File: config.mk
export PLATFORM = sky130hd
export DESIGN_NAME = iestk_div
export DESIGN_NICKNAME = d
export VERILOG_FILES = /design/src/rtl/core/iestk_pkg.sv /design/src/rtl/core/iestk_div.sv
export SDC_FILE = /design/constraint.sdc
export NUM_CORES = 1
export LEC_CHECK = 0
export BUFFER_PORTS_ARGS = -buffer_cell sky130_fd_sc_hd__buf_2
export CORE_ASPECT_RATIO = 1.25
export CORE_MARGIN = 2
export CORE_UTILIZATION = 40
export CTS_CLUSTER_DIAMETER = 120
export DETAILED_ROUTE_END_ITERATION = 8
export PLACE_DENSITY = 0.59
export SETUP_SLACK_MARGIN = 0.3
export SLEW_MARGIN = 20
export SYNTH_ARGS = -nofsm -noshare
export SYNTH_HDL_FRONTEND = slang
export SYNTH_SLANG_ARGS = --single-unit
File: constraint.sdc
create_clock -name clk_i -period 5.5 [get_ports clk_i]
set_input_delay 1.1 -clock clk_i [delete_from_list [all_inputs] [get_ports clk_i]]
set_output_delay 1.1 -clock clk_i [all_outputs]
set_load 0.05 [all_outputs]
File: src/rtl/core/iestk_pkg.sv
// Package for the integer evaluation stack: opcode and status codes, widths and divider types.
// No dependencies; used by the interfaces and every module of the block.
`default_nettype none
package iestk_pkg;

  typedef enum logic [2:0] {
    OP_PUSH = 3'd0,
    OP_POP  = 3'd1,
    OP_PEEK = 3'd2,
    OP_READ = 3'd3,
    OP_ADD  = 3'd4,
    OP_SUB  = 3'd5,
    OP_MUL  = 3'd6,
    OP_DIV  = 3'd7
  } opcode_e;

  typedef enum logic [2:0] {
    ST_OK    = 3'd0,
    ST_FULL  = 3'd1,
    ST_EMPTY = 3'd2,
    ST_RANGE = 3'd3,
    ST_FEW   = 3'd4,
    ST_DIVZ  = 3'd5
  } status_e;

  localparam int unsigned WordW = 32;
  localparam int unsigned PosW  = 10;
  localparam int unsigned CntW  = 11;

  // Commands and status between the sequencer and the divider.
  typedef struct packed {
    logic start;
  } div_ctrl_t;

  typedef struct packed {
    logic busy;
    logic done;
  } div_stat_t;

endpackage
`default_nettype wire

File: src/rtl/core/iestk_div.sv
// Radix-2 restoring divider with floor rounding for signed 32-bit words.
// Depends on iestk_pkg. One quotient bit per cycle, then one fixup step.
`default_nettype none
module iestk_div (
  input  logic                                clk_i,
  input  logic                                rst_ni,
  input  iestk_pkg::div_ctrl_t                ctrl_i,
  input  logic [iestk_pkg::WordW-1:0]         num_i,
  input  logic [iestk_pkg::WordW-1:0]         den_i,
  output iestk_pkg::div_stat_t                stat_o,
  output logic [iestk_pkg::WordW-1:0]         quot_o
);
  localparam int unsigned W = iestk_pkg::WordW;

  logic [W-1:0]   quo_q, quo_d;
  logic [W-1:0]   rem_q, rem_d;
  logic [W-1:0]   den_q, den_d;
  logic           neg_q, neg_d;
  logic [5:0]     cnt_q, cnt_d;
  logic           busy_q, busy_d;
  logic           fix_q, fix_d;
  logic           done_q, done_d;
  logic [W:0]     trial;
  logic [W:0]     shifted;

  always_comb begin
    quo_d   = quo_q;
    rem_d   = rem_q;
    den_d   = den_q;
    neg_d   = neg_q;
    cnt_d   = cnt_q;
    busy_d  = busy_q;
    fix_d   = 1'b0;
    done_d  = 1'b0;
    shifted = {rem_q, quo_q[W-1]};
    trial   = shifted - {1'b0, den_q};
    if (ctrl_i.start) begin
      // Latch magnitudes and the sign of the quotient.
      quo_d  = num_i[W-1] ? (~num_i + 1'b1) : num_i;
      den_d  = den_i[W-1] ? (~den_i + 1'b1) : den_i;
      neg_d  = num_i[W-1] ^ den_i[W-1];
      rem_d  = '0;
      cnt_d  = 6'(W);
      busy_d = 1'b1;
    end else if (busy_q) begin
      // One restoring step: shift in the next numerator bit.
      if (!trial[W]) begin
        rem_d = trial[W-1:0];
        quo_d = {quo_q[W-2:0], 1'b1};
      end else begin
        rem_d = shifted[W-1:0];
        quo_d = {quo_q[W-2:0], 1'b0};
      end
      cnt_d = cnt_q - 1'b1;
      if (cnt_q == 6'd1) begin
        busy_d = 1'b0;
        fix_d  = 1'b1;
      end
    end else if (fix_q) begin
      // Negate for a negative quotient, and round down on a remainder.
      if (neg_q) begin
        quo_d = (rem_q != '0) ? ~quo_q : (~quo_q + 1'b1);
      end
      done_d = 1'b1;
    end
  end

  always_ff @(posedge clk_i or negedge rst_ni) begin
    if (!rst_ni) begin
      busy_q <= 1'b0;
      fix_q  <= 1'b0;
      done_q <= 1'b0;
      cnt_q  <= '0;
    end else begin
      busy_q <= busy_d;
      fix_q  <= fix_d;
      done_q <= done_d;
      cnt_q  <= cnt_d;
    end
  end

  always_ff @(posedge clk_i) begin
    quo_q <= quo_d;
    rem_q <= rem_d;
    den_q <= den_d;
    neg_q <= neg_d;
  end

  assign stat_o.busy = busy_q | fix_q;
  assign stat_o.done = done_q;
  assign quot_o      = quo_q;
endmodule
`default_nettype wire

==> results_dict.tcl <==
set metrics [dict create \
    synth_area_leaders "edfxtp_1 (24%), dfxtp_1 (8.0%), nand2_1 (5.8%)" \
    slowest_stage "xor2_2" \
    post_cts_buffers 0 \
    tightest_slew_ps 877 \
    start_util 0.410 \
    drt_iter0_drc 360 \
    area_delta_synth_final_pct 12.7 \
    portBuffers 100 \
    crit_fanout 21 \
    synth_nets 1081 \
    insertion_delay_ps 360 \
    dp_cells 1301 \
    synth_top_area_share 0.244 \
    worstPathBufferInverterCount 2 \
    cts_resized 0 \
    layout_common_cells "nand2_1 (123), nor2_1 (102), buf_2 (99), o21ai_0 (70), a21oi_1 (68)" \
    synthesis.area_mm2 0.00801 \
    antenna_found_initial 0 \
    fillCellCount 1972 \
    skew_ps 16.4 \
    finalSetupTns_ps 0 \
    row_count 57 \
    cts_made_buffers 9 \
    cp.required_ps 5780 \
    seq_area_frac_synth 0.352 \
    tritoncts "done" \
    die_x_um 131 \
    synth_cells 976 \
    nets 1152 \
    synth_ff_type "edfxtp_1" \
    max_slew_margin 0.415 \
    track_usage 0.190 \
    synth.avg_cell_area_um2 8.20 \
    grt_pass1_vias 6617 \
    dr.pass1.iters 5 \
    wl_mm 20.0 \
    fin_ws_ps 1650 \
    slew_viol_final 0 \
    end_kind "flip-flop" \
    viasPerCell 5.45 \
    status "finished clean" \
    finalHoldViolCount 0 \
    clock_sinks 106 \
    power_leakage_nw 3.65 \
    start_kind "flip-flop" \
    grt_pass1_wl_mm 32.5 \
    yosys_warnings 0 \
    period_share 0.700 \
    boundaryPins 101 \
    die_y_um 162 \
    power_density_mw_per_mm2 435 \
    final-seq-area_mm2 0.00282 \
    synth_seq_cells 106 \
    criticalPathCategory "flip-flop to flip-flop" \
    whs_ps 513 \
    yosys.area.top_type "edfxtp_1" \
    coreArea_mm2 0.0195 \
    drv_cap 0 \
    post-place-ws_ps 1570 \
    via_count 7173 \
    multi_input_area_mm2 0.00481 \
    synth_cell_types 60 \
    synthArstFlopShare 0.0849 \
    grt_max_degree 91 \
    place_hpwl_mm 14.8 \
    grt_overflow 0 \
    arrival_ps 4130 \
    routabilityCongestion 0.826 \
    hp-class "flip-flop to flip-flop" \
    cts_root_buffer "clkbuf_16" \
    detail-route-antenna-nets 0 \
    die_area_mm2 0.0212 \
    clockBufferDepth 2 \
    fin_cells 1317 \
    n_antenna_cell 0 \
    cp_top_family "compound AO/OA/AOI/OAI gates" \
    synth-edff-count 65 \
    period_needed_ps 3850 \
    cts_hold_buf 0 \
    crit_chain "inv_1 > ha_1 > fa_1 > nand2b_1 > a21oi_1 > o21ai_0 > a31oi_1 > o22a_1 > a31oi_2 > xor2_2 > buf_4 > or3_1 > mux2i_1 > a311oi_1" \
    avgRoutedWirePerCell_um 15.2 \
    clk_pin_slew_worst_paths_ps 90 \
    htree_levels 3 \
    mostFrequentLayoutCell "nand2_1" \
    cp_slowest_stage_delay_ps 530 \
    fmax_ghz 0.260 \
    vdd.ir_drop.worst_mv 0.195 \
    finalSetupViolCount 0 \
    drive_above_1_share 0.132 \
    remaining_drc_errors 0 \
    rsz0062_at_grt "false" \
]
cell usage after synthesis, drive strengths merged, types with 2 or more instances:
| cell type | n |
|---|---|
| nor2 | 102 |
| o21a | 2 |
| nand3b | 3 |
| o31ai | 21 |
| o21ai | 70 |
| dfrtp | 9 |
| nor4 | 26 |
| nor2b | 5 |
| and3 | 7 |
| a311o | 2 |
| a31oi | 13 |
| or3 | 13 |
| or2 | 3 |
| buf | 5 |
| xor2 | 43 |
| inv | 58 |
| clkbuf | 43 |
| o41ai | 10 |
| o311a | 2 |
| a211oi | 15 |
| a21oi | 68 |
| a21o | 14 |
| o21bai | 2 |
| o32ai | 2 |
| nor3 | 20 |
| nand3 | 20 |
| a311oi | 24 |
| nand2 | 124 |
| or4 | 7 |
| xnor2 | 51 |
| nand2b | 13 |
| a221oi | 4 |
| dfxtp | 32 |
| ha | 37 |
| nand4 | 4 |
| and2 | 3 |
| o211ai | 12 |
| o311ai | 5 |
| mux2i | 3 |
| edfxtp | 65 |
worst paths after layout:
path	to	slack (ps)	startpoint	cells past startpoint
max	rem_q[30]	1650	quot_o[31]	14
min	rem_q[22]	510	rem_q[22]	2
max reg2reg	rem_q[30]	1650	quot_o[31]	14
min reg2reg	rem_q[22]	510	rem_q[22]	2
max in group asynchronous	busy_q	4740	rst_ni	1
min in group asynchronous	cnt_q[4]	570	rst_ni	1
registers in the layout, indices dropped and copies added, names as in the netlist:
signal / count
busy_q: 1
cnt_q: 6
den_q: 32
done_q: 1
fix_q: 1
neg_q: 1
quot_o: 32
rem_q: 32
cell families after synthesis:
kind of cell / after synthesis / share of synthesized area
flip-flops: 106 / 0.352
AO/OA/AOI/OAI: 276 / 0.226
buffers and inverters: 106 / 0.0502
adder cells (fa/ha/maj): 38 / 0.0603
XOR/XNOR: 94 / 0.103
multiplexers: 3 / 0.00375
AND/OR/NAND/NOR: 353 / 0.205
worst min-delay path, stage by stage (launching register included):
cell and delay (ps):
dfxtp_1 340, nand2_1 70, a21oi_1 50
power breakdown:
part | internal (mW) | total, mW | switching (mW)
clock network | 0.314 | 0.629 | 0.314
registers | 1.07 | 1.33 | 0.259
logic | 0.761 | 1.97 | 1.21
cell type report:
| type | count | share of cell area |
|---|---|---|
| clock buffer | 10 | 0.0254 |
| clock inverter | 6 | 0.00568 |
| inverter | 58 | 0.0241 |
| multi-input combinational | 764 | 0.533 |
| sequential | 106 | 0.312 |
| tap | 265 | 0.0367 |
| timing repair buffer | 108 | 0.0624 |
metrics by stage:
stage               total power [mW]  utilization  instance area [um^2]
floorplan                       2.79            -                  8010
detailed placement              3.31        0.447                  8740
CTS                             3.94        0.462                  9020
global placement                3.30        0.447                  8740
global route                    4.25        0.462                  9020
finish                          3.92        0.462                  9020
layer usage:
layer | part of all wire | vias up | global-route usage
met2 | 0.48 | 154 | 0.326
met1 | 0.46 | 3307 | 0.256
met4 | 0.011 | 0 | 0.0513
met3 | 0.040 | 10 | 0.0171
met5 | 0 | - | 0
li1 | - | 3702 | -
(Power assumes the default switching activity.)
